===== config.mk =====
export PLATFORM = sky130hd
export DESIGN_NAME = calendar_clock_counter_flat
export DESIGN_NICKNAME = d
export VERILOG_FILES = /design/src/hw/rtl/ccc_pkg.sv /design/src/hw/rtl/ccc_if.sv /design/src/hw/rtl/ccc_in_stage.sv /design/src/hw/rtl/ccc_time_core.sv /design/src/hw/rtl/ccc_out_stage.sv /design/src/hw/rtl/calendar_clock_counter.sv /design/src/flat_wrapper.sv
export SDC_FILE = /design/constraint.sdc
export NUM_CORES = 1
export LEC_CHECK = 0
export ABC_AREA = 1
export ABC_CLOCK_PERIOD_IN_PS = 11560
export BUFFER_PORTS_ARGS = -buffer_cell sky130_fd_sc_hd__buf_4
export CAP_MARGIN = 20
export CELL_PAD_IN_SITES_DETAIL_PLACEMENT = 1
export CELL_PAD_IN_SITES_GLOBAL_PLACEMENT = 1
export CORE_MARGIN = 3
export CORE_UTILIZATION = 41
export CTS_CLUSTER_DIAMETER = 30
export DETAILED_ROUTE_END_ITERATION = 8
export PLACE_DENSITY = 0.85
export SYNTH_ARGS = -nofsm -noshare
export SYNTH_HDL_FRONTEND = slang
export SYNTH_SLANG_ARGS = --single-unit

===== constraint.sdc =====
create_clock -name clk -period 11.56 [get_ports clk]
set_clock_uncertainty 0.2 [all_clocks]
set_input_delay 1.734 -clock clk [delete_from_list [all_inputs] [get_ports clk]]
set_output_delay 1.734 -clock clk [all_outputs]
set_load 0.05 [all_outputs]

===== src/hw/rtl/ccc_pkg.sv =====
// calendar clock package: widths, operation codes, item and time structs
// and the small calendar helpers (month length, leap test, year mod 25)
// no dependencies
package ccc_pkg;

    localparam int YEAR_BITS_DEF = 16;

    localparam int MS_W    = 10;
    localparam int SEC_W   = 6;
    localparam int MIN_W   = 6;
    localparam int HOUR_W  = 5;
    localparam int DAY_W   = 5;
    localparam int MONTH_W = 4;
    localparam int YEAR_W  = 16;
    localparam int FUNC_W  = 2;
    localparam int MOD25_W = 5;

    localparam logic [FUNC_W-1:0] FUNC_TICK    = 2'd0;
    localparam logic [FUNC_W-1:0] FUNC_ADD_SEC = 2'd1;
    localparam logic [FUNC_W-1:0] FUNC_LOAD    = 2'd2;

    localparam logic [MS_W-1:0]    TICK_LEN_RESET = 10'd10;
    localparam logic [MS_W-1:0]    MS_MAX         = 10'd999;
    localparam logic [SEC_W-1:0]   SEC_MAX        = 6'd59;
    localparam logic [MIN_W-1:0]   MIN_MAX        = 6'd59;
    localparam logic [HOUR_W-1:0]  HOUR_MAX       = 5'd23;
    localparam logic [MONTH_W-1:0] MONTH_MAX      = 4'd12;
    localparam logic [MONTH_W-1:0] MONTH_FIRST    = 4'd1;
    localparam logic [DAY_W-1:0]   DAY_FIRST      = 5'd1;
    localparam logic [MOD25_W-1:0] MOD25_MAX      = 5'd24;

    localparam int RESET_YEAR       = 2000;
    localparam int RESET_YEAR_MOD25 = RESET_YEAR % 25;

    typedef struct packed {
        logic [FUNC_W-1:0]  func;
        logic [MS_W-1:0]    load_ms;
        logic [SEC_W-1:0]   load_second;
        logic [MIN_W-1:0]   load_minute;
        logic [HOUR_W-1:0]  load_hour;
        logic [DAY_W-1:0]   load_day;
        logic [MONTH_W-1:0] load_month;
        logic [YEAR_W-1:0]  load_year;
    } item_t;

    typedef struct packed {
        logic [MS_W-1:0]    ms;
        logic [SEC_W-1:0]   second;
        logic [MIN_W-1:0]   minute;
        logic [HOUR_W-1:0]  hour;
        logic [DAY_W-1:0]   day;
        logic [MONTH_W-1:0] month;
        logic [YEAR_W-1:0]  year;
    } time_t;

    // leap when divisible by 4, except centuries not divisible by 400
    function automatic logic is_leap(input logic [3:0] low_bits,
                                     input logic [MOD25_W-1:0] rem25);
        return (low_bits[1:0] == 2'd0) && ((rem25 != '0) || (low_bits == 4'd0));
    endfunction

    function automatic logic [DAY_W-1:0] month_days(input logic [MONTH_W-1:0] m,
                                                    input logic leap);
        logic [DAY_W-1:0] d;
        case (m) inside
            4'd4, 4'd6, 4'd9, 4'd11: d = 5'd30;
            4'd2:                    d = leap ? 5'd29 : 5'd28;
            default:                 d = 5'd31;
        endcase
        return d;
    endfunction

    // residue folding: 16 = 16, 256 = 6, 4096 = 21, 32 = 7 (all mod 25)
    function automatic logic [MOD25_W-1:0] mod25(input logic [YEAR_W-1:0] v);
        logic [9:0] s;
        logic [7:0] t;
        logic [6:0] u;
        s = 10'(v[3:0]) + 10'(v[7:4]) * 10'd16 + 10'(v[11:8]) * 10'd6
            + 10'(v[15:12]) * 10'd21;
        t = 8'(s[4:0]) + 8'(s[9:5]) * 8'd7;
        u = 7'(t[4:0]) + 7'(t[7:5]) * 7'd7;
        if (u >= 7'd75)
            u = u - 7'd75;
        else if (u >= 7'd50)
            u = u - 7'd50;
        else if (u >= 7'd25)
            u = u - 7'd25;
        return u[MOD25_W-1:0];
    endfunction

endpackage


===== src/hw/rtl/ccc_if.sv =====
// calendar clock channel interfaces: operation items in, time items out
// depends on ccc_pkg for field widths
interface ccc_op_if;
    logic                           valid;
    logic                           ready;
    logic [ccc_pkg::FUNC_W-1:0]     func;
    logic [ccc_pkg::MS_W-1:0]       load_ms;
    logic [ccc_pkg::SEC_W-1:0]      load_second;
    logic [ccc_pkg::MIN_W-1:0]      load_minute;
    logic [ccc_pkg::HOUR_W-1:0]     load_hour;
    logic [ccc_pkg::DAY_W-1:0]      load_day;
    logic [ccc_pkg::MONTH_W-1:0]    load_month;
    logic [ccc_pkg::YEAR_W-1:0]     load_year;

    modport source (
        output valid, func, load_ms, load_second, load_minute, load_hour,
               load_day, load_month, load_year,
        input  ready
    );
    modport sink (
        input  valid, func, load_ms, load_second, load_minute, load_hour,
               load_day, load_month, load_year,
        output ready
    );
endinterface

interface ccc_stamp_if;
    logic                           valid;
    logic                           ready;
    logic [ccc_pkg::MS_W-1:0]       cur_ms;
    logic [ccc_pkg::SEC_W-1:0]      cur_second;
    logic [ccc_pkg::MIN_W-1:0]      cur_minute;
    logic [ccc_pkg::HOUR_W-1:0]     cur_hour;
    logic [ccc_pkg::DAY_W-1:0]      cur_day;
    logic [ccc_pkg::MONTH_W-1:0]    cur_month;
    logic [ccc_pkg::YEAR_W-1:0]     cur_year;

    modport source (
        output valid, cur_ms, cur_second, cur_minute, cur_hour, cur_day,
               cur_month, cur_year,
        input  ready
    );
    modport sink (
        input  valid, cur_ms, cur_second, cur_minute, cur_hour, cur_day,
               cur_month, cur_year,
        output ready
    );
endinterface


===== src/hw/rtl/ccc_in_stage.sv =====
// input register stage: one op item per cycle, unless the result stage stalls
// depends on ccc_pkg and ccc_if
module ccc_in_stage (
    input  logic           clk,
    input  logic           rst_n,
    ccc_op_if.sink         op,
    input  logic           advance,
    output logic           s1_valid,
    output ccc_pkg::item_t s1_item
);
    import ccc_pkg::*;

    logic  valid_reg;
    logic  valid_next;
    item_t item_reg;

    // the stage frees up whenever the result register moves on
    assign op.ready = !valid_reg || advance;

    always_comb
    begin
        valid_next = valid_reg;
        if (op.ready)
        begin
            valid_next = op.valid;
        end
    end

    always_ff @(posedge clk or negedge rst_n)
    begin
        if (!rst_n)
        begin
            valid_reg <= 1'b0;
        end
        else
        begin
            valid_reg <= valid_next;
        end
    end

    always_ff @(posedge clk)
    begin
        if (op.valid && op.ready)
        begin
            item_reg <= '{func:        op.func,
                          load_ms:     op.load_ms,
                          load_second: op.load_second,
                          load_minute: op.load_minute,
                          load_hour:   op.load_hour,
                          load_day:    op.load_day,
                          load_month:  op.load_month,
                          load_year:   op.load_year};
        end
    end

    assign s1_valid = valid_reg;
    assign s1_item  = item_reg;
endmodule


===== src/hw/rtl/ccc_time_core.sv =====
// time-of-day and date state with its next-state logic and carry chain
// depends on ccc_pkg
module ccc_time_core #(
    parameter int YEAR_BITS = ccc_pkg::YEAR_BITS_DEF
) (
    input  logic                       clk,
    input  logic                       rst_n,
    input  logic                       fire,
    input  ccc_pkg::item_t             item,
    input  logic [ccc_pkg::MS_W-1:0]   tick_len,
    output ccc_pkg::time_t             now_next
);
    import ccc_pkg::*;

    logic [MS_W-1:0]      ms_reg,    ms_next;
    logic [SEC_W-1:0]     sec_reg,   sec_next;
    logic [MIN_W-1:0]     min_reg,   min_next;
    logic [HOUR_W-1:0]    hour_reg,  hour_next;
    logic [DAY_W-1:0]     day_reg,   day_next;
    logic [MONTH_W-1:0]   mon_reg,   mon_next;
    logic [YEAR_BITS-1:0] year_reg,  year_next;
    // year mod 25 kept alongside the year for the century rule
    logic [MOD25_W-1:0]   ymod_reg,  ymod_next;

    logic [YEAR_BITS-1:0] ld_year;
    logic [YEAR_W-1:0]    ld_year16;
    logic [YEAR_W-1:0]    year16;
    logic [MOD25_W-1:0]   ld_mod25;
    logic                 ld_leap;
    logic                 cur_leap;
    logic [DAY_W-1:0]     cur_dim;

    for (genvar i = 0; i < YEAR_BITS; i++)
    begin : g_ld_year
        if (i < YEAR_W)
        begin : g_bit
            assign ld_year[i] = item.load_year[i];
        end
        else
        begin : g_zero
            assign ld_year[i] = 1'b0;
        end
    end

    for (genvar i = 0; i < YEAR_W; i++)
    begin : g_year16
        if (i < YEAR_BITS)
        begin : g_bit
            assign ld_year16[i] = item.load_year[i];
            assign year16[i]    = year_next[i];
        end
        else
        begin : g_zero
            assign ld_year16[i] = 1'b0;
            assign year16[i]    = 1'b0;
        end
    end

    assign ld_mod25 = mod25(ld_year16);
    assign ld_leap  = is_leap(ld_year16[3:0], ld_mod25);
    assign cur_leap = is_leap(year_reg[3:0], ymod_reg);
    assign cur_dim  = month_days(mon_reg, cur_leap);

    always_comb
    begin
        logic [MS_W:0]        ms_sum;
        logic [1:0]           sec_add;
        logic                 do_carry;
        logic [SEC_W:0]       sec_sum;
        logic                 min_c;
        logic                 hour_c;
        logic                 day_c;
        logic                 mon_c;
        logic                 year_c;
        logic [MONTH_W-1:0]   ld_mon;
        logic [DAY_W-1:0]     ld_dim;

        ms_next   = ms_reg;
        sec_next  = sec_reg;
        min_next  = min_reg;
        hour_next = hour_reg;
        day_next  = day_reg;
        mon_next  = mon_reg;
        year_next = year_reg;
        ymod_next = ymod_reg;

        ms_sum   = {1'b0, ms_reg} + {1'b0, tick_len};
        sec_add  = 2'd0;
        do_carry = 1'b0;
        min_c    = 1'b0;
        hour_c   = 1'b0;
        day_c    = 1'b0;
        mon_c    = 1'b0;
        year_c   = 1'b0;
        ld_mon   = item.load_month;
        ld_dim   = '0;

        case (item.func)
            FUNC_TICK:
            begin
                do_carry = 1'b1;
                // a tick of up to 1023 ms can pass two second marks
                if (ms_sum >= 11'd2000)
                begin
                    ms_next = MS_W'(ms_sum - 11'd2000);
                    sec_add = 2'd2;
                end
                else if (ms_sum >= 11'd1000)
                begin
                    ms_next = MS_W'(ms_sum - 11'd1000);
                    sec_add = 2'd1;
                end
                else
                begin
                    ms_next = ms_sum[MS_W-1:0];
                end
            end
            FUNC_ADD_SEC:
            begin
                do_carry = 1'b1;
                sec_add  = 2'd1;
            end
            FUNC_LOAD:
            begin
                ms_next   = (item.load_ms > MS_MAX) ? MS_MAX : item.load_ms;
                sec_next  = (item.load_second > SEC_MAX) ? SEC_MAX : item.load_second;
                min_next  = (item.load_minute > MIN_MAX) ? MIN_MAX : item.load_minute;
                hour_next = (item.load_hour > HOUR_MAX) ? HOUR_MAX : item.load_hour;
                if (item.load_month == '0)
                    ld_mon = MONTH_FIRST;
                else if (item.load_month > MONTH_MAX)
                    ld_mon = MONTH_MAX;
                ld_dim    = month_days(ld_mon, ld_leap);
                mon_next  = ld_mon;
                if (item.load_day == '0)
                    day_next = DAY_FIRST;
                else if (item.load_day > ld_dim)
                    day_next = ld_dim;
                else
                    day_next = item.load_day;
                year_next = ld_year;
                ymod_next = ld_mod25;
            end
            default:
            begin
            end
        endcase

        sec_sum = {1'b0, sec_reg} + (SEC_W + 1)'(sec_add);
        if (do_carry)
        begin
            if (sec_sum > (SEC_W + 1)'(SEC_MAX))
            begin
                sec_next = SEC_W'(sec_sum - (SEC_W + 1)'(SEC_MAX) - 7'd1);
                min_c    = 1'b1;
            end
            else
            begin
                sec_next = sec_sum[SEC_W-1:0];
            end
        end

        if (min_c)
        begin
            if (min_reg == MIN_MAX)
            begin
                min_next = '0;
                hour_c   = 1'b1;
            end
            else
            begin
                min_next = min_reg + 6'd1;
            end
        end

        if (hour_c)
        begin
            if (hour_reg == HOUR_MAX)
            begin
                hour_next = '0;
                day_c     = 1'b1;
            end
            else
            begin
                hour_next = hour_reg + 5'd1;
            end
        end

        if (day_c)
        begin
            if (day_reg >= cur_dim)
            begin
                day_next = DAY_FIRST;
                mon_c    = 1'b1;
            end
            else
            begin
                day_next = day_reg + 5'd1;
            end
        end

        if (mon_c)
        begin
            if (mon_reg >= MONTH_MAX)
            begin
                mon_next = MONTH_FIRST;
                year_c   = 1'b1;
            end
            else
            begin
                mon_next = mon_reg + 4'd1;
            end
        end

        if (year_c)
        begin
            year_next = year_reg + YEAR_BITS'(1);
            // wrapping to year zero restarts the residue
            if ((&year_reg) || (ymod_reg >= MOD25_MAX))
                ymod_next = '0;
            else
                ymod_next = ymod_reg + 5'd1;
        end
    end

    always_ff @(posedge clk or negedge rst_n)
    begin
        if (!rst_n)
        begin
            ms_reg   <= '0;
            sec_reg  <= '0;
            min_reg  <= '0;
            hour_reg <= '0;
            day_reg  <= DAY_FIRST;
            mon_reg  <= MONTH_FIRST;
            year_reg <= YEAR_BITS'(RESET_YEAR);
            ymod_reg <= MOD25_W'(RESET_YEAR_MOD25);
        end
        else if (fire)
        begin
            ms_reg   <= ms_next;
            sec_reg  <= sec_next;
            min_reg  <= min_next;
            hour_reg <= hour_next;
            day_reg  <= day_next;
            mon_reg  <= mon_next;
            year_reg <= year_next;
            ymod_reg <= ymod_next;
        end
    end

    assign now_next = '{ms:     ms_next,
                        second: sec_next,
                        minute: min_next,
                        hour:   hour_next,
                        day:    day_next,
                        month:  mon_next,
                        year:   year16};
endmodule


===== src/hw/rtl/ccc_out_stage.sv =====
// result register: holds one time item until the stamp channel takes it
// depends on ccc_pkg and ccc_if
module ccc_out_stage (
    input  logic           clk,
    input  logic           rst_n,
    input  logic           s1_valid,
    input  ccc_pkg::time_t now_next,
    output logic           advance,
    ccc_stamp_if.source    stamp
);
    import ccc_pkg::*;

    logic  valid_reg;
    logic  valid_next;
    time_t res_reg;

    assign advance = !valid_reg || stamp.ready;

    always_comb
    begin
        valid_next = valid_reg;
        if (advance)
        begin
            valid_next = s1_valid;
        end
    end

    always_ff @(posedge clk or negedge rst_n)
    begin
        if (!rst_n)
        begin
            valid_reg <= 1'b0;
        end
        else
        begin
            valid_reg <= valid_next;
        end
    end

    always_ff @(posedge clk)
    begin
        if (advance && s1_valid)
        begin
            res_reg <= now_next;
        end
    end

    assign stamp.valid      = valid_reg;
    assign stamp.cur_ms     = res_reg.ms;
    assign stamp.cur_second = res_reg.second;
    assign stamp.cur_minute = res_reg.minute;
    assign stamp.cur_hour   = res_reg.hour;
    assign stamp.cur_day    = res_reg.day;
    assign stamp.cur_month  = res_reg.month;
    assign stamp.cur_year   = res_reg.year;
endmodule


===== src/hw/rtl/calendar_clock_counter.sv =====
// from op accept to the stamp item: input register, then result register
// throughput: one item per cycle unless stamp stalls; ms-to-year carry is combinational
// an item can enter an empty input stage while a result waits; stages advance together
// reset: time 00:00:00.000 on 1 January 2000, tick length 10 ms, both stages empty
// depends on ccc_pkg, ccc_if, ccc_in_stage, ccc_time_core, ccc_out_stage
module calendar_clock_counter #(
    parameter int YEAR_BITS = ccc_pkg::YEAR_BITS_DEF
) (
    input  logic                     clk,
    input  logic                     rst_n,
    ccc_op_if.sink                   op,
    ccc_stamp_if.source              stamp,
    input  logic                     cfg_we,
    input  logic [ccc_pkg::MS_W-1:0] cfg_wdata
);
    import ccc_pkg::*;

    logic [MS_W-1:0] tick_len_reg;
    logic            advance;
    logic            s1_valid;
    item_t           s1_item;
    time_t           now_next;

    always_ff @(posedge clk or negedge rst_n)
    begin
        if (!rst_n)
        begin
            tick_len_reg <= TICK_LEN_RESET;
        end
        else if (cfg_we)
        begin
            tick_len_reg <= cfg_wdata;
        end
    end

    ccc_in_stage u_in_stage (
        .clk      (clk),
        .rst_n    (rst_n),
        .op       (op),
        .advance  (advance),
        .s1_valid (s1_valid),
        .s1_item  (s1_item)
    );

    ccc_time_core #(
        .YEAR_BITS (YEAR_BITS)
    ) u_time_core (
        .clk      (clk),
        .rst_n    (rst_n),
        .fire     (s1_valid && advance),
        .item     (s1_item),
        .tick_len (tick_len_reg),
        .now_next (now_next)
    );

    ccc_out_stage u_out_stage (
        .clk      (clk),
        .rst_n    (rst_n),
        .s1_valid (s1_valid),
        .now_next (now_next),
        .advance  (advance),
        .stamp    (stamp)
    );

`ifndef ASSERT_OFF
    // an empty result register always leaves room for a new item
    a_ready_when_out_empty: assert property (@(posedge clk) disable iff (!rst_n)
        !stamp.valid |-> op.ready)
        else $error("op not ready while result register empty");

    a_time_in_range: assert property (@(posedge clk) disable iff (!rst_n)
        stamp.valid |-> (stamp.cur_ms <= MS_MAX) && (stamp.cur_second <= SEC_MAX)
                        && (stamp.cur_minute <= MIN_MAX) && (stamp.cur_hour <= HOUR_MAX))
        else $error("time of day out of range");

    a_date_in_range: assert property (@(posedge clk) disable iff (!rst_n)
        stamp.valid |-> (stamp.cur_day != '0) && (stamp.cur_month != '0)
                        && (stamp.cur_month <= MONTH_MAX))
        else $error("date out of range");
`endif
endmodule

===== src/flat_wrapper.sv =====
// flat-port wrapper written by rule: the top's interface ports become plain ports
module calendar_clock_counter_flat import ccc_pkg::*;
#(
    parameter int YEAR_BITS = ccc_pkg::YEAR_BITS_DEF
)
  (clk, rst_n, cfg_we, cfg_wdata, op_valid, op_func, op_load_ms, op_load_second, op_load_minute, op_load_hour, op_load_day, op_load_month, op_load_year, op_ready, stamp_valid, stamp_cur_ms, stamp_cur_second, stamp_cur_minute, stamp_cur_hour, stamp_cur_day, stamp_cur_month, stamp_cur_year, stamp_ready);
  ccc_op_if op_i ();
  ccc_stamp_if stamp_i ();
  input  logic clk;
  input  logic rst_n;
  input  logic cfg_we;
  input  logic [ccc_pkg::MS_W-1:0] cfg_wdata;
  input wire logic [$bits(op_i.valid)-1:0] op_valid;
  input wire logic [$bits(op_i.func)-1:0] op_func;
  input wire logic [$bits(op_i.load_ms)-1:0] op_load_ms;
  input wire logic [$bits(op_i.load_second)-1:0] op_load_second;
  input wire logic [$bits(op_i.load_minute)-1:0] op_load_minute;
  input wire logic [$bits(op_i.load_hour)-1:0] op_load_hour;
  input wire logic [$bits(op_i.load_day)-1:0] op_load_day;
  input wire logic [$bits(op_i.load_month)-1:0] op_load_month;
  input wire logic [$bits(op_i.load_year)-1:0] op_load_year;
  output wire logic [$bits(op_i.ready)-1:0] op_ready;
  output wire logic [$bits(stamp_i.valid)-1:0] stamp_valid;
  output wire logic [$bits(stamp_i.cur_ms)-1:0] stamp_cur_ms;
  output wire logic [$bits(stamp_i.cur_second)-1:0] stamp_cur_second;
  output wire logic [$bits(stamp_i.cur_minute)-1:0] stamp_cur_minute;
  output wire logic [$bits(stamp_i.cur_hour)-1:0] stamp_cur_hour;
  output wire logic [$bits(stamp_i.cur_day)-1:0] stamp_cur_day;
  output wire logic [$bits(stamp_i.cur_month)-1:0] stamp_cur_month;
  output wire logic [$bits(stamp_i.cur_year)-1:0] stamp_cur_year;
  input wire logic [$bits(stamp_i.ready)-1:0] stamp_ready;
  assign op_i.valid = op_valid;
  assign op_i.func = op_func;
  assign op_i.load_ms = op_load_ms;
  assign op_i.load_second = op_load_second;
  assign op_i.load_minute = op_load_minute;
  assign op_i.load_hour = op_load_hour;
  assign op_i.load_day = op_load_day;
  assign op_i.load_month = op_load_month;
  assign op_i.load_year = op_load_year;
  assign op_ready = op_i.ready;
  assign stamp_valid = stamp_i.valid;
  assign stamp_cur_ms = stamp_i.cur_ms;
  assign stamp_cur_second = stamp_i.cur_second;
  assign stamp_cur_minute = stamp_i.cur_minute;
  assign stamp_cur_hour = stamp_i.cur_hour;
  assign stamp_cur_day = stamp_i.cur_day;
  assign stamp_cur_month = stamp_i.cur_month;
  assign stamp_cur_year = stamp_i.cur_year;
  assign stamp_i.ready = stamp_ready;
  calendar_clock_counter #(.YEAR_BITS(YEAR_BITS)) u_core (.clk(clk), .rst_n(rst_n), .op(op_i), .stamp(stamp_i), .cfg_we(cfg_we), .cfg_wdata(cfg_wdata));
endmodule

==> flow_metrics.env, run 1 <==
export IMPL_outcome="finished clean"
export IMPL_drt_initial_drc_count=445
export IMPL_drv_cap=0
export IMPL_wl_per_instance_um=18.7
export IMPL_clock_latency_ns=0.45
export IMPL_setup_worst_path_start_class="flip-flop"
export IMPL_grt_start_max_net_pins=93
export IMPL_ant_nets=0
export IMPL_floorplan_io_pins=123
export IMPL_worstSetupEndpointType="flip-flop"
export IMPL_initial_utilization_pct=42.3
export IMPL_grt_pass1_vias=9970
export IMPL_cts_max_level=4
export IMPL_critical_path_reg2reg_startpoint="u_core.u_in_stage.s1_item[9]"
export IMPL_synthAdderAreaFrac_pct=14.4
export IMPL_io_buffer_count=122
export IMPL_yosysTopAreaCellShare_pct=28.5
export IMPL_xor_and_xnor_fraction_of_the_mapped_netlist_area_pct=3.75
export IMPL_drt_pre_antenna_iters=7
export IMPL_layout_nets=1555
export IMPL_grt_util_all_layers_pct=21.6
export IMPL_synth_avg_cell_area_um2=9.06
export IMPL_max_slew_worst_pin_slew_ns=1.05
export IMPL_timing_slew_headroom_pct=30.3
export IMPL_worst_r2r_setup_slack_ns=0.36
export IMPL_syn_to_final_growth_pct=19.8
export IMPL_grt_antenna_before_repair=0
export IMPL_clk_path_buf_depth=2
export IMPL_timing_final_hold_violations=0
export IMPL_critPathSlowestCell="sky130_fd_sc_hd__fa_1"
export IMPL_worst_ep_arrival_time_ns=11.36
export IMPL_post_synth_inst_count=1234
export IMPL_hold_path_class="flip-flop to flip-flop"
export IMPL_detailed_place_area_um2=12400
export IMPL_post_route_cell_area_um2=13400
export IMPL_synth_seq_area_share_pct=44.0
export IMPL_post_drt_via_cell_ratio=5.38
export IMPL_num_fill_cells=3071
export IMPL_cp_capture_point="u_core.u_time_core.day_reg[1]"
export IMPL_area_inside_the_core_boundary_um2=26400
export IMPL_critical_path_most_common_cell="sky130_fd_sc_hd__fa_1"
export IMPL_cts_made_buffers=17
export IMPL_worstSetupStartpoint="u_core.u_in_stage.s1_item[9]"
export IMPL_die_area_um2=29300
export IMPL_finalWorstPathRequiredPeriod_ns=11.20
export IMPL_synthDistinctLibCells=57
export IMPL_synth_area_top_cells="sky130_fd_sc_hd__edfxtp_1 28%, sky130_fd_sc_hd__dfrtp_1 13%, sky130_fd_sc_hd__nand2_1 10%"
export IMPL_wire_length_of_the_first_global_routing_pass_um=50500
export IMPL_place_congestion=0.807
export IMPL_tritoncts="yes"
export IMPL_n_antenna_cell=0
export IMPL_worst_setup_hold_path_clk_slew_ns=0.08
export IMPL_tns_ns=0
export IMPL_synthArstFlopShare_pct=39.4
export IMPL_worst_path_stages=54
export IMPL_largest_register_ff_count=54
export IMPL_post_synth_instance_area_um2=11200
export IMPL_timing_final_setup_violations=0
export IMPL_clock_sinks=175
export IMPL_timing_critical_path_slowest_cell_delay_ns=0.60
export IMPL_synth_most_common_cell="sky130_fd_sc_hd__nand2_1"
export IMPL_syn_num_nets=1417
export IMPL_ys_flop_type="sky130_fd_sc_hd__edfxtp_1"
export IMPL_detail_route_wirelength_um=32100
export IMPL_maxSlewViolCount=0
export IMPL_drt_drc_violations_left=0
export IMPL_criticalPathCategory="flip-flop to flip-flop"
export IMPL_floorplan_die_height_um=171
export IMPL_worstPathRequired_ns=11.71
export IMPL_synth_simple_area_share_pct=18.9
export IMPL_die_width_um=171
export IMPL_min_period_over_period_pct=96.9
export IMPL_synth_seq_cells=175
export IMPL_max_freq_mhz=89.3
export IMPL_dpl_hpwl_um=22600
export IMPL_post_synth_edffs=106
export IMPL_netlist_top_cells_count="302 x sky130_fd_sc_hd__nand2_1, 158 x sky130_fd_sc_hd__inv_1, 106 x sky130_fd_sc_hd__edfxtp_1"
export IMPL_fp_rows=59
export IMPL_rr_worst_depth=54
export IMPL_post_route_cells_drive_above_1_share_pct=21.2
export IMPL_largest_family_of_logic_cells_by_synthesized_area="simple AND/OR/NAND/NOR gates"
export IMPL_synth_mux_area_share_pct=1.10
export IMPL_num_vias=9255
export IMPL_compound_gate_portion_of_the_synthesized_area_pct=11.0
export IMPL_number_of_buffer_and_inverter_instances_along_the_worst_setup_path=10
export IMPL_family_with_the_most_delay_on_the_worst_path="adder cells"
export IMPL_synthDominantAreaCellType="sky130_fd_sc_hd__edfxtp_1"
export IMPL_maximum_fanout_along_the_worst_path=8
export IMPL_worstReg2RegEnd="u_core.u_time_core.day_reg[1]"
export IMPL_grt_overflow_total=0
export IMPL_root_buffer="sky130_fd_sc_hd__clkbuf_16"
export IMPL_yosysWarnings=0
-- per-layer routing --
metal  up-vias  global-route usage (%)  part of all wire, %
met4         0                    6.51                  2.6
met1      4637                    26.4                   42
met2       177                    39.7                   53
met3        58                    3.00                  2.7
met5         -                       0                    0
li1       4383                       -                    -
-- logic make-up (layout without fill, tap and decap cells) --
group,count (synthesis),after routing
and+or+nand+nor,488,488
AOI/OAI and AO/OA,208,208
buffers and inverters,191,342
DFF,175,175
adders and majority gates,114,114
xor gates and xnor gates,47,47
muxes,11,11
-- how the worst min path moves through the flow --
stage                                          from                              end  cells past startpoint
floorplan           u_core.u_time_core.year_reg[10]  u_core.u_time_core.year_reg[10]                      2
global placement    u_core.u_time_core.year_reg[10]  u_core.u_time_core.year_reg[10]                      2
detailed placement  u_core.u_time_core.year_reg[10]  u_core.u_time_core.year_reg[10]                      2
global route          u_core.u_time_core.day_reg[0]    u_core.u_time_core.day_reg[0]                      2
finish              u_core.u_time_core.year_reg[10]  u_core.u_time_core.year_reg[10]                      2
CTS                 u_core.u_time_core.year_reg[10]  u_core.u_time_core.year_reg[10]                      2
-- layout by cell type (no fill, tap or decap), types with 5 or more instances in the layout --
master / instances
sky130_fd_sc_hd__a21oi_1: 30
sky130_fd_sc_hd__a21oi_2: 9
sky130_fd_sc_hd__a31oi_1: 6
sky130_fd_sc_hd__buf_4: 148
sky130_fd_sc_hd__clkbuf_16: 17
sky130_fd_sc_hd__dfrtp_1: 59
sky130_fd_sc_hd__dfstp_2: 10
sky130_fd_sc_hd__edfxtp_1: 106
sky130_fd_sc_hd__fa_1: 21
sky130_fd_sc_hd__ha_1: 84
sky130_fd_sc_hd__inv_1: 153
sky130_fd_sc_hd__inv_2: 5
sky130_fd_sc_hd__mux2_2: 10
sky130_fd_sc_hd__nand2_1: 294
sky130_fd_sc_hd__nand2_2: 12
sky130_fd_sc_hd__nand3_1: 68
sky130_fd_sc_hd__nand4_1: 9
sky130_fd_sc_hd__nor2_1: 56
sky130_fd_sc_hd__nor2_2: 5
sky130_fd_sc_hd__nor3_1: 12
sky130_fd_sc_hd__o211ai_1: 17
sky130_fd_sc_hd__o21ai_0: 89
sky130_fd_sc_hd__o21ai_1: 13
sky130_fd_sc_hd__o21ai_2: 11
sky130_fd_sc_hd__o21bai_1: 5
sky130_fd_sc_hd__o22ai_1: 6
sky130_fd_sc_hd__or2_2: 10
sky130_fd_sc_hd__xnor2_1: 9
sky130_fd_sc_hd__xor2_1: 31
sky130_fd_sc_hd__xor2_2: 5
-- final cells by class --
class | instances | area, um^2 | area share [%]
sequential | 175 | 4920 | 36.7
clock buffer | 18 | 429 | 3.20
inverter | 161 | 612 | 4.57
tap | 335 | 419 | 3.13
multi-input combinational | 868 | 5730 | 42.8
timing repair buffer | 149 | 1120 | 8.38
clock inverter | 14 | 163 | 1.21
-- tightest hold or removal path: cells and delay by family, from the launching register on --
family	cells	cell delay (ns)
and+or+nand+nor	2	0.11
DFF	1	0.38
-- what timing repair did --
action | 4_1_cts | 5_1_grt
pin swaps | 2 | 28
endpoints found under the hold margin | 0 | 0
hold buffers | 0 | 0
endpoints found under the setup margin | 4 | 4
setup buffers | 3 | 15
gates resized for setup | 11 | 47
-- metrics by stage --
step | std cells | hold slack [ns] | util (%) | worst slack [ns]
6_report | 1720 | 0.289 | 50.7 | 0.358
5_1_grt | 1720 | 0.317 | 50.7 | -0.135
4_1_cts | 1705 | 0.290 | 49.6 | 0.0230
3_5_place_dp | 1670 | 0.277 | 47.0 | -0.444
3_3_place_gp | 1670 | 0.271 | 47.0 | 0.294
2_1_floorplan | 1234 | 0.254 | - | 0.413
Power of run 1 is not shown: default switching activity piles up to over one toggle a cycle in this logic, so the estimate is an artifact.
==> inputs of run 2 (changes only) <==
ABC_CLOCK_PERIOD_IN_PS = 12250   (was 11560)
CORE_UTILIZATION = 45   (was 41)
PLACE_DENSITY = 0.88   (was 0.85)
clock period = 12.25 ns   (was 11.56 ns; I/O delays follow)
==> run 2 against run 1 <==
Register-to-register slack improved by 0.30 ns. Wire length decreased by 0.84%. Non-clock buffer count decreased by 19. Sequential share of layout area increased by 0.84 points. Critical path type unchanged.
==> flow_metrics.env, run 2 (same netlist as run 1, synthesis figures left out) <==
export IMPL_setup_worst_path_start_class="flip-flop"
export IMPL_area_inside_the_core_boundary_um2=24400
export IMPL_fp_rows=57
export IMPL_floorplan_io_pins=123
export IMPL_criticalPathCategory="flip-flop to flip-flop"
export IMPL_outcome="finished clean"
export IMPL_mostFrequentLayoutCell="sky130_fd_sc_hd__nand2_1"
export IMPL_grt_pass1_vias=10100
export IMPL_timing_final_hold_violations=0
export IMPL_finalWorstPathRequiredPeriod_ns=11.59
export IMPL_ctsHoldBuffers=0
export IMPL_post_route_cells_drive_above_1_share_pct=18.1
export IMPL_wire_length_of_the_first_global_routing_pass_um=51100
export IMPL_die_width_um=164
export IMPL_dpl_hpwl_um=23000
export IMPL_critical_path_most_common_cell="sky130_fd_sc_hd__inv_1"
export IMPL_critPathSlowestCell="sky130_fd_sc_hd__fa_2"
export IMPL_worstReg2RegEnd="u_core.u_time_core.day_reg[1]"
export IMPL_max_freq_mhz=86.3
export IMPL_die_area_um2=26800
export IMPL_syn_to_final_growth_pct=17.2
export IMPL_timing_final_setup_violations=0
export IMPL_worst_ep_arrival_time_ns=11.69
export IMPL_max_slew_worst_pin_slew_ns=0.973
export IMPL_combined_area_of_the_multi_input_logic_cells_um2=5580
export IMPL_hold_path_depth=2
export IMPL_wl_per_instance_um=18.8
export IMPL_timing_slew_headroom_pct=35.1
export IMPL_register_area_um2=4920
export IMPL_timing_critical_path_slowest_cell_delay_ns=0.63
export IMPL_floorplan_die_height_um=164
export IMPL_drt_pre_antenna_iters=4
export IMPL_io_buffer_count=122
export IMPL_min_from="u_core.u_time_core.year_reg[4]"
export IMPL_drv_cap=0
export IMPL_final_cell_mix="299 x sky130_fd_sc_hd__nand2_1, 155 x sky130_fd_sc_hd__inv_1, 130 x sky130_fd_sc_hd__buf_4"
export IMPL_detail_route_wirelength_um=31800
export IMPL_grt_overflow_total=0
export IMPL_place_congestion=0.858
export IMPL_cts_max_level=4
export IMPL_post_route_cell_area_um2=13100
export IMPL_clk_path_buf_depth=2
export IMPL_n_antenna_cell=0
export IMPL_maxSlewViolCount=0
export IMPL_layout_nets=1536
export IMPL_num_vias=9240
export IMPL_clock_latency_ns=0.44
export IMPL_drt_drc_violations_left=0
export IMPL_drt_initial_drc_count=476
export IMPL_worstPathRequired_ns=12.35
export IMPL_worstSetupStartpoint="u_core.u_in_stage.s1_item[9]"
export IMPL_grt_start_max_net_pins=71
export IMPL_initial_utilization_pct=45.8
export IMPL_post_drt_via_cell_ratio=5.47
export IMPL_worst_setup_hold_path_clk_slew_ns=0.08
export IMPL_worst_r2r_setup_slack_ns=0.66
export IMPL_cts_made_buffers=17
export IMPL_worstSetupEndpointType="flip-flop"
export IMPL_largest_register_ff_count=54
export IMPL_maximum_fanout_along_the_worst_path=7
export IMPL_critical_path_reg2reg_startpoint="u_core.u_in_stage.s1_item[9]"
export IMPL_hold_worst_path_end="u_core.u_time_core.year_reg[4]"
export IMPL_min_period_over_period_pct=94.6
export IMPL_clock_sinks=175
export IMPL_ant_nets=0
export IMPL_grt_antenna_before_repair=0
export IMPL_root_buffer="sky130_fd_sc_hd__clkbuf_16"
export IMPL_hold_path_class="flip-flop to flip-flop"
export IMPL_grt_util_all_layers_pct=24.1
export IMPL_detailed_place_area_um2=12400
export IMPL_rr_worst_depth=56
export IMPL_num_fill_cells=2840
export IMPL_tritoncts="yes"
==> run 2: layout make-up <==
cell class                      count  share of cell area, %
Multi-Input combinational cell    868                   42.6
Sequential cell                   175                   37.6
Timing Repair Buffer              130                   7.45
Inverter                          161                   4.69
Clock buffer                       18                   3.28
Tap cell                          324                   3.10
Clock inverter                     14                   1.26
==> run 2: layer usage <==
layer | global-route usage, % | part of all wire (%)
met3 | 3.78 | 3.6
met5 | 0 | 0
met2 | 43.6 | 53
met4 | 9.34 | 3.1
met1 | 28.8 | 40
==> run 2: worst max-delay path: cells and delay by family, from the launching register on <==
kind            cells  cell delay (ns)
compound gates     17             2.41
xor+xnor            4             0.65
fa+ha+maj          14             5.91
buf+inv            10             0.74
flops               1             0.46
simple gates       11             1.03
==> run 2: worst max-delay path by stage <==
stage / endpoint / slack (ns)
floorplan: u_core.u_out_stage.stamp.cur_day[1] / 1.10
global placement: u_core.u_time_core.day_reg[1] / 0.63
detailed placement: u_core.u_time_core.day_reg[1] / -0.12
CTS: u_core.u_time_core.day_reg[1] / 0.09
global route: u_core.u_time_core.day_reg[1] / -0.07
finish: u_core.u_time_core.day_reg[1] / 0.66
==> run 2: timing repair <==
action	4_1_cts	5_1_grt
endpoints found under the hold margin	0	0
gates resized for setup	2	19
endpoints found under the setup margin	3	4
pin swaps	0	3
buffers inserted	0	2
==> run 2: through the flow <==
| step | hold WS, ns | utilization (%) | TNS [ns] | setup WS (ns) | instances |
|---|---|---|---|---|---|
| floorplan | 0.254 | - | 0 | 1.10 | 1234 |
| global placement | 0.263 | 50.8 | 0 | 0.628 | 1656 |
| detailed placement | 0.292 | 50.8 | -0.194 | -0.115 | 1656 |
| CTS | 0.305 | 53.3 | 0 | 0.0905 | 1688 |
| global route | 0.329 | 53.7 | -0.0824 | -0.0736 | 1690 |
| finish | 0.302 | 53.7 | 0 | 0.658 | 1690 |
Power of run 2 is left out for the same reason.
==> inputs of run 3 (changes only) <==
ABC_AREA = not set   (was 1)
PLACE_DENSITY = 0.86   (was 0.88)
SKIP_CTS_REPAIR_TIMING = 1   (was not set)
==> run 3 against run 2 <==
Synthesized cell count is 13% lower. Worst setup slack worse by 0.13 ns. Register-to-register slack worse by 0.13 ns. Flip-flop and latch count stayed put. First-iteration DRC count is 29% higher. Critical path type unchanged. Critical endpoint is now u_core.u_out_stage.stamp.cur_day[1].
==> flow_metrics.env, run 3 <==
export IMPL_setup_worst_path_start_class="flip-flop"
export IMPL_max_slew_worst_pin_slew_ns=1.06
export IMPL_grt_util_all_layers_pct=23.9
export IMPL_wl_per_instance_um=21.0
export IMPL_fp_rows=57
export IMPL_fin_util_pct=54.4
export IMPL_synth_avg_cell_area_um2=10.5
export IMPL_cts_max_level=4
export IMPL_largest_register_ff_count=54
export IMPL_place_congestion=0.920
export IMPL_drt_initial_drc_count=615
export IMPL_ant_nets=0
export IMPL_grt_start_max_net_pins=70
export IMPL_hold_path_class="flip-flop to flip-flop"
export IMPL_io_buffer_count=122
export IMPL_synthDistinctLibCells=91
export IMPL_post_synth_edffs=106
export IMPL_clock_latency_ns=0.44
export IMPL_critPathSlowestCell="sky130_fd_sc_hd__fa_1"
export IMPL_layout_nets=1379
export IMPL_grt_overflow_total=0
export IMPL_floorplan_die_height_um=164
export IMPL_synthArstFlopShare_pct=39.4
export IMPL_initial_utilization_pct=46.1
export IMPL_timing_critical_path_slowest_cell_delay_ns=0.60
export IMPL_hold_path_depth=2
export IMPL_post_route_cells_drive_above_1_share_pct=23.2
export IMPL_cts_made_buffers=17
export IMPL_n_antenna_cell=0
export IMPL_maxSlewViolCount=0
export IMPL_finalWorstPathRequiredPeriod_ns=11.72
export IMPL_worst_hold_slack_ns=0.283
export IMPL_synth_seq_area_share_pct=43.6
export IMPL_criticalPathCategory="flip-flop to flip-flop"
export IMPL_area_inside_the_core_boundary_um2=24500
export IMPL_grt_antenna_before_repair=0
export IMPL_worstSetupEndpointType="flip-flop"
export IMPL_worstPathRequired_ns=12.18
export IMPL_final_cell_mix="139 x sky130_fd_sc_hd__buf_4, 118 x sky130_fd_sc_hd__nand2_1, 106 x sky130_fd_sc_hd__edfxtp_1"
export IMPL_post_synth_instance_area_um2=11300
export IMPL_rr_worst_depth=43
export IMPL_max_freq_mhz=85.3
export IMPL_wire_length_of_the_first_global_routing_pass_um=50700
export IMPL_synth_most_common_cell="sky130_fd_sc_hd__nand2_1"
export IMPL_yosysWarnings=0
export IMPL_floorplan_io_pins=123
export IMPL_mostFrequentLayoutCell="sky130_fd_sc_hd__buf_4"
export IMPL_critical_path_most_common_cell="sky130_fd_sc_hd__fa_1"
export IMPL_detail_route_wirelength_um=32100
export IMPL_yosysTopAreaCellShare_pct=28.2
export IMPL_drv_cap=0
export IMPL_post_drt_via_cell_ratio=5.93
export IMPL_synthDominantAreaCellType="sky130_fd_sc_hd__edfxtp_1"
export IMPL_syn_to_final_growth_pct=17.9
export IMPL_synth_area_top_cells="sky130_fd_sc_hd__edfxtp_1 28%, sky130_fd_sc_hd__dfrtp_1 13%, sky130_fd_sc_hd__ha_1 10%"
export IMPL_grt_pass1_vias=9523
export IMPL_clock_sinks=175
export IMPL_worst_setup_hold_path_clk_slew_ns=0.07
export IMPL_pre_cts_slack_ns=0.0391
export IMPL_num_vias=9084
export IMPL_timing_final_setup_violations=0
export IMPL_maximum_fanout_along_the_worst_path=6
export IMPL_netlist_top_cells_count="118 x sky130_fd_sc_hd__nand2_1, 106 x sky130_fd_sc_hd__edfxtp_1, 90 x sky130_fd_sc_hd__ha_1"
export IMPL_post_synth_inst_count=1071
export IMPL_min_period_over_period_pct=95.7
export IMPL_tritoncts="yes"
export IMPL_root_buffer="sky130_fd_sc_hd__clkbuf_16"
export IMPL_drt_drc_violations_left=0
export IMPL_ys_flop_type="sky130_fd_sc_hd__edfxtp_1"
export IMPL_timing_final_hold_violations=0
export IMPL_synth_seq_cells=175
export IMPL_outcome="finished clean"
export IMPL_postLayoutSetupSlackWorst_ns=0.529
export IMPL_timing_slew_headroom_pct=29.3
export IMPL_die_area_um2=27000
export IMPL_drt_pre_antenna_iters=5
export IMPL_syn_num_nets=1254
export IMPL_worst_ep_arrival_time_ns=11.65
export IMPL_dpl_hpwl_um=22500
export IMPL_die_width_um=164
export IMPL_clk_path_buf_depth=2
run 3: cell types whose count changed in the layout (fill, tap and decap cells not counted), moves of 15 or more:
cell | previous run | this run
sky130_fd_sc_hd__xor2_1 | 33 | 7
sky130_fd_sc_hd__inv_1 | 155 | 78
sky130_fd_sc_hd__o21ai_0 | 93 | 49
sky130_fd_sc_hd__a21o_1 | 3 | 18
sky130_fd_sc_hd__mux2_2 | 10 | 41
sky130_fd_sc_hd__nand2_1 | 299 | 118
sky130_fd_sc_hd__nand3_1 | 70 | 40
run 3: kinds of logic after synthesis:
group / share of synthesized area, %
AO/OA/AOI/OAI: 16.1
XOR/XNOR: 2.99
adder cells (fa/ha/maj): 14.2
buffers and inverters: 4.16
flip-flops: 43.6
multiplexers: 4.84
AND/OR/NAND/NOR: 14.1
run 3: worst max-delay path: cells and delay by family (launching register included):
kind	cells	cell delay (ns)
compound gates	16	2.93
xor+xnor	3	0.48
fa+ha+maj	14	6.18
buf+inv	4	0.31
flops	1	0.46
simple gates	6	0.85
run 3: area by class of cell:
cell class	count	area [um^2]
multi-input cells	781	5990
well taps	324	405
repair buffers	139	1040
inverters	82	310
flip-flops and latches	175	4920
clock inverters	13	174
clock buffers	19	453
fillers	2635	11200
run 3: per-layer routing:
metal	global-route usage, %	up-vias	routed length (um)
li1	-	4158	-
met1	30.6	4587	13700
met2	41.0	265	16100
met3	3.83	74	1430
met4	8.30	0	914
met5	0	-	0
run 3: final timing paths:
| check | startpoint | slack [ns] | to |
|---|---|---|---|
| max | u_core.u_in_stage.s1_item[9] | 0.53 | u_core.u_out_stage.stamp.cur_day[1] |
| min | u_core.u_time_core.year_reg[9] | 0.28 | u_core.u_time_core.year_reg[9] |
| max reg2reg | u_core.u_in_stage.s1_item[9] | 0.53 | u_core.u_out_stage.stamp.cur_day[1] |
| min reg2reg | u_core.u_time_core.year_reg[9] | 0.28 | u_core.u_time_core.year_reg[9] |
| max in group asynchronous | rst_n | 9.83 | u_core.u_in_stage.s1_valid |
| min in group asynchronous | rst_n | 1.33 | u_core.u_time_core.min_reg[3] |
run 3: per-stage QoR:
stage	area, um^2	setup TNS, ns	cells
3_5_place_dp	12500	0	1493
2_1_floorplan	11300	0	1071
5_1_grt	13300	-0.189	1533
4_1_cts	13100	-0.281	1525
6_report	13300	0	1533
3_3_place_gp	12500	0	1493
Power of run 3 is left out for the same reason.
